`src/hw/rtl/ctdh_pkg.sv`:
```
// ----------------------------------------------------------------------------
// ctdh_pkg
// Types, codes and constants shared by the coincidence histogram block.
// ----------------------------------------------------------------------------
package ctdh_pkg;

    localparam int HIST_BINS_DEF     = 32768;
    localparam int PENDING_DEPTH_DEF = 16;

    localparam int TIME_BITS  = 48;
    localparam int CHAN_W     = 12;
    localparam int BIN_IDX_W  = 15;
    localparam int COUNT_W    = 32;
    localparam int FILLS_W    = 5;
    localparam int WINDOW_W   = 32;
    localparam int CFG_IDX_W  = 2;
    localparam int CFG_DATA_W = 32;

    typedef enum logic [CFG_IDX_W-1:0] {
        CFG_START_CHANNEL = 2'd0,
        CFG_STOP_CHANNEL  = 2'd1,
        CFG_WINDOW_NS     = 2'd2
    } cfg_index_t;

    typedef enum logic {
        FUNC_HIT  = 1'b0,
        FUNC_READ = 1'b1
    } func_t;

    typedef struct packed {
        func_t                func;
        logic [CHAN_W-1:0]    hit_channel;
        logic [TIME_BITS-1:0] hit_time;
        logic [BIN_IDX_W-1:0] bin_index;
    } item_t;

    typedef struct packed {
        logic [COUNT_W-1:0] bin_count;
        logic [FILLS_W-1:0] fills;
        logic               overflow;
    } result_t;

    typedef enum logic [2:0] {
        ST_CLEAR,
        ST_IDLE,
        ST_SCAN,
        ST_BUMP,
        ST_READ,
        ST_POST
    } ctrl_state_t;

    typedef struct packed {
        logic clr_step;
        logic load;
        logic rd_bin;
        logic rd_dt;
        logic retire;
        logic bump;
        logic advance;
        logic finish;
    } ctdh_cmd_t;

    typedef struct packed {
        logic clr_done;
        logic new_is_read;
        logic k_valid;
        logic dt_over;
        logic dt_hit;
        logic k_last;
        logic out_free;
        logic item_taken;
    } ctdh_status_t;

endpackage

```
`src/hw/rtl/ctdh_ctrl.sv`:
```
// ----------------------------------------------------------------------------
// ctdh_ctrl
// Sequencer: clearing pass, ring scan, bin read-modify-write and result load.
// ----------------------------------------------------------------------------
module ctdh_ctrl (
    input  logic                  clk,
    input  logic                  rst_n,
    input  ctdh_pkg::ctdh_status_t status,
    output ctdh_pkg::ctdh_cmd_t    cmd,
    output logic                  item_ready
);
    import ctdh_pkg::*;

    ctrl_state_t state_reg;
    ctrl_state_t state_next;

    always_ff @(posedge clk or negedge rst_n)
    begin
        if (!rst_n)
        begin
            state_reg <= ST_CLEAR;
        end
        else
        begin
            state_reg <= state_next;
        end
    end

    always_comb
    begin
        state_next = state_reg;
        cmd        = '0;
        item_ready = 1'b0;
        case (state_reg)
            ST_CLEAR:
            begin
                cmd.clr_step = 1'b1;
                if (status.clr_done)
                begin
                    state_next = ST_IDLE;
                end
            end
            ST_IDLE:
            begin
                item_ready = 1'b1;
                cmd.load   = 1'b1;
                // leave only when a beat is really taken
                if (status.item_taken)
                begin
                    if (status.new_is_read)
                    begin
                        state_next = ST_READ;
                    end
                    else
                    begin
                        state_next = ST_SCAN;
                    end
                end
            end
            ST_SCAN:
            begin
                if (status.k_valid && !status.dt_over && status.dt_hit)
                begin
                    // fetch the bin, update it next cycle
                    cmd.rd_dt  = 1'b1;
                    state_next = ST_BUMP;
                end
                else
                begin
                    cmd.retire  = status.k_valid && status.dt_over;
                    cmd.advance = 1'b1;
                    if (status.k_last)
                    begin
                        state_next = ST_POST;
                    end
                end
            end
            ST_BUMP:
            begin
                cmd.bump    = 1'b1;
                cmd.advance = 1'b1;
                state_next  = status.k_last ? ST_POST : ST_SCAN;
            end
            ST_READ:
            begin
                cmd.rd_bin = 1'b1;
                state_next = ST_POST;
            end
            ST_POST:
            begin
                // hold until the result register can take the beat
                if (status.out_free)
                begin
                    cmd.finish = 1'b1;
                    state_next = ST_IDLE;
                end
            end
            default:
            begin
                state_next = ST_CLEAR;
            end
        endcase
    end

endmodule

```
`config.mk`:
```
export PLATFORM = sky130hd
export DESIGN_NAME = ctdh_ctrl
export DESIGN_NICKNAME = d
export VERILOG_FILES = /design/src/hw/rtl/ctdh_pkg.sv /design/src/hw/rtl/ctdh_ctrl.sv
export SDC_FILE = /design/constraint.sdc
export NUM_CORES = 1
export LEC_CHECK = 0
export BUFFER_PORTS_ARGS = -buffer_cell sky130_fd_sc_hd__clkbuf_2
export CAP_MARGIN = 20
export CORE_AREA = 2 2 39 41
export DETAILED_ROUTE_END_ITERATION = 16
export DIE_AREA = 0 0 41 43
export PLACE_DENSITY_LB_ADDON = 0.12
export SLEW_MARGIN = 25
export SYNTH_ARGS = -nofsm -noshare
export SYNTH_HDL_FRONTEND = slang
export SYNTH_SLANG_ARGS = --single-unit
export TNS_END_PERCENT = 50
```
`constraint.sdc`:
```
create_clock -name clk -period 1 [get_ports clk]
set_input_delay 0 -clock clk [delete_from_list [all_inputs] [get_ports clk]]
set_output_delay 0 -clock clk [all_outputs]
set_load 0.02 [all_outputs]
```
* Word level (Yosys, flattened, before mapping)
Cells that the tools add are included.
** Word-level totals
- ROM bits :: 0
- Input bits :: 10
- Bits in writable memories :: 0
- Memories kept :: 0
- Bits in registers :: 3
- Output and inout port bits :: 9
- Latch bits :: 0
- Word-level logic and storage cells :: 35
** Operators by class
- Divide/modulo/power cells :: 0
- Multiplexer cells :: 19
- Bitwise logic cells :: 0
- Order comparisons :: 0
- Equality and inequality tests :: 9
- $add $sub $neg :: 0
- Reduce and logical (&&, ||, !) cells :: 6
- Shifts and indexed selects :: 0
- Multiply operators :: 0
** Operators by type and width (number)
- $mux W3 :: 7
- $pmux W3 S6 :: 1
- $mux W1 :: 9
- $eq A3 B2 Y1 const B :: 2
- $eq A3 B3 Y1 const B :: 2
- $ne A2 B2 Y1 const B :: 3
- $reduce_and A4 Y1 :: 1
- $eq A3 B1 Y1 const B :: 1
- $logic_and A1 B1 Y1 :: 3
- $logic_not A3 Y1 :: 1
- $ne A3 B3 Y1 const B :: 1
- $mux W2 :: 1
- $pmux W1 S2 :: 1
- $logic_not A1 Y1 :: 1

* Logic depth before layout (Yosys ltp)
- Depth in word-level cells :: 5
- Mapped depth :: 4
- Gate-level depth less buffers :: 3

* Worst setup path after synthesis
No wires, ideal clock.
- Path type :: reg2out
- Start :: register state_reg[1]
- End :: output cmd[6] (netlist bit)
- Required time :: 1.000 ns
- Data arrival time :: 1.318 ns
- Stages on the path, launching flop included :: 4
- Path buffers :: 2
- Slack :: -0.318 ns
- Cells stage by stage :: dfrtp_1 clkbuf_2 nor3_1 buf_4
** Between the ends
- Cells in the longest elaborated chain, start to end :: 2
** RTL lines
- start, declared :: RTL line ctdh_ctrl.sv:14 : ctrl_state_t state_reg;
- start signal, assigned :: RTL line ctdh_ctrl.sv:25 : state_reg <= state_next;
- $eq A3 B1 Y1
- $mux W1
- end, declared :: RTL line ctdh_ctrl.sv:9 : output ctdh_pkg::ctdh_cmd_t cmd,
No other way between the ends.

==> summary.md <==
| Metric | Value |
|---|---|
| Max FO, Critical Path | `7` |
| Met2 WL | `between 400 and 500 microns` |
| F_max | `between 0.8 and 0.9 GHz` |
| Ys Warns | `0` |
| Num rows | `14` |
| Hold crit path type | `input pin to flip-flop` |
| CP arrival | `1190 ps` |
| Multiplexer share of the synthesized area | `0` |
| Worst vdd ir | `0.958 mV` |
| Critical path startpoint category | `flip-flop` |
| Routed Antenna Nets | `0` |
| I/O pins | `19` |
| CTS tree | `yes` |
| Syn_area_per_cell | `8.76 sq um` |
| Leakage | `around 0.29 nW` |
| Final non-filler cell total | `80` |
| Required @ worst endpoint | `1000 ps` |
| Syn nets | `42` |
| Worst-skew pair later-pin latency | `about 240 ps` |
| Via count | `around 350` |
| Worst-Margin Slew | `roughly 230 ps` |
| Post-DP HPWL | `slightly below 600 microns` |
| Sequential area share after synthesis | `0.268` |
| Adder-cell share of the synthesized area | `0` |
| Largest net degree at the start of global routing | `9` |
| Routability cong. | `a little under 0.8` |
| Post-synthesis simple-gate area fraction | `0.420` |
| Max reg flops | `3` |
| Failing checks | `negative setup slack` |
| Synth-to-layout area growth | `120%` |
| Largest family of logic cells by synthesized area | `simple AND/OR/NAND/NOR gates` |
| CTS sink count | `3` |
| Most frequent cells in the layout | `11 x buf_4, 9 x clkbuf_2, 7 x buf_6` |
| Mapped Area | `~280 sq um` |
| Final Worst Setup Slack | `-187 ps` |
| Final wirelength | `888 microns` |
| Final Hold Vio Count | `0` |
| DR WL met3 | `roughly 59 microns` |
| Core area | `~1400 sq um` |
| Initial Util | `0.203` |
| H-tree levels | `1` |
| Share of layout cells above drive strength 1 | `0.750` |
| DR DRC count | `0` |
| GRT Util Overall | `0.114` |
| RSZ-0062 raised after global routing | `yes` |
| Vias per inst | `about 4.4` |
| Max cap viols | `0` |
| N_diodes | `0` |
| CP Capture Type | `output port` |
| Compound-Gate Fraction of Synth Area | `0.188` |
| Grt total ovfl | `0` |
| Syn Inst Count | `32` |
| Fin Setup TNS | `-1460 ps` |
| XOR/XNOR Fraction of Synth Area | `0` |
| Leading cell type in the layout, fill and taps excluded | `buf_4` |
| Iter 0 DRT Violations | `2` |
| Period minus WS final | `around 1200 ps` |
| Reg2reg setup slack | `-70 ps` |
| Final Max Slew Viols | `0` |
| Placed instance count | `67` |
| DRT Pass-1 Iters | `4` |
| Clk buf depth | `2` |
| First-pass GRT wire length | `approximately 1400 microns` |
| Initial antenna violation count | `0` |
| Vias in the first global route | `355` |
| Cts bufs inserted | `3` |
| Die Wd | `41 microns` |
| Outcome | `complete, but fails checks` |
| M1 WL | `approximately 330 microns` |
| # port buffers | `18` |
| CTS root buffer | `clkbuf_4` |
| Chip height | `43 microns` |
| Crit Path Category | `flip-flop to output port` |
| PwrDens | `about 2700 nW/um^2` |
| Worst Hold Slack | `roughly 40 ps` |
| Fin Clk Skew | `between 4 and 5 ps` |
| Final setup vio count | `12` |
| Clock Pin Slew Worst Setup and Hold Paths | `roughly 40 ps` |
| Final Cycle Share | `1.19` |
| Flops & latches, synth | `3` |
| Wire per inst | `approximately 11 microns` |
| Top Metal Used | `met4` |
| Worst slew margin | `0.846` |
| Die ar. | `roughly 1800 sq um` |
| Nets@finish | `between 70 and 80` |
| Yosys cell types | `21` |
==> cell families (layout without fill, tap and decap cells) <==
logic type | Yosys count | after routing
AOI/OAI and AO/OA | 7 | 7
buffers and inverters | 5 | 37
DFF | 3 | 3
and+or+nand+nor | 17 | 17
==> path summary, 6_finish.rpt <==
check / start / to / cells after the start
setup / recovery: state_reg[0] / cmd[1] / 3
hold / removal: status[2] / state_reg[2] / 3
setup reg to reg: state_reg[0] / state_reg[0] / 4
hold reg to reg: state_reg[1] / state_reg[1] / 2
max in group asynchronous: rst_n / state_reg[0] / 2
min in group asynchronous: rst_n / state_reg[2] / 2
==> cells in the mapped netlist <==
cell	n	area share
nor2_1	5	0.067
dfrtp_1	3	0.27
nand2_1	3	0.040
nor3_1	3	0.054
buf_4	2	0.054
a21o_1	1	0.027
a21oi_1	1	0.018
a311o_1	1	0.036
a31oi_1	1	0.022
and4bb_1	1	0.045
buf_6	1	0.040
clkbuf_2	1	0.018
inv_1	1	0.013
nand2b_4	1	0.049
nand3_1	1	0.018
nand4bb_4	1	0.098
nor3b_1	1	0.027
o21ai_2	1	0.031
o22ai_1	1	0.022
o41ai_1	1	0.031
or2_0	1	0.022
==> area by class of cell <==
type,instances,area (sq um)
Tap cell,16,20.0
Clock buffer,4,26.3
Multi-Input combinational cell,24,224
Fill cell,149,768
Inverter,1,3.75
Sequential cell,3,78.8
Timing Repair Buffer,32,263
==> per-layer routing <==
metal  GRT usage  vias up
met5           0        -
met4       0.100        0
met3      0.0157        2
met2       0.166       14
met1       0.138      160
li1            -      178
==> timing repair <==
item / CTS / global route
hold endpoints to repair: 4 / 0
resized for setup: 22 / 15
hold buffers: 2 / 0
setup endpoints to repair: 12 / 12
pin swaps: 4 / 5
buffers inserted: 5 / 2
==> per-stage QoR <==
step | setup WS (ps) | power (W) | cell area, sq um | utilization
floorplan | -42.5 | 0.000842 | 297 | -
global placement | -52.7 | 0.00103 | 413 | 0.298
detailed placement | -71.9 | 0.00104 | 413 | 0.298
CTS | -189 | 0.00155 | 567 | 0.410
global route | -244 | 0.00177 | 616 | 0.445
finish | -187 | 0.00165 | 616 | 0.445
==> power breakdown <==
group	switching, W	internal [W]	total, W
clock	0.0000665	0.000150	0.000216
combinational	0.000489	0.000660	0.00115
sequential	0.000104	0.000184	0.000288
==> critical path, stage by stage, from the launching register on <==
cell	delay, ps
dfrtp_2	450
and4bb_1	310
nor2_1	50
buf_4	150
No activity file was read; power rests on OpenSTA's default activity.
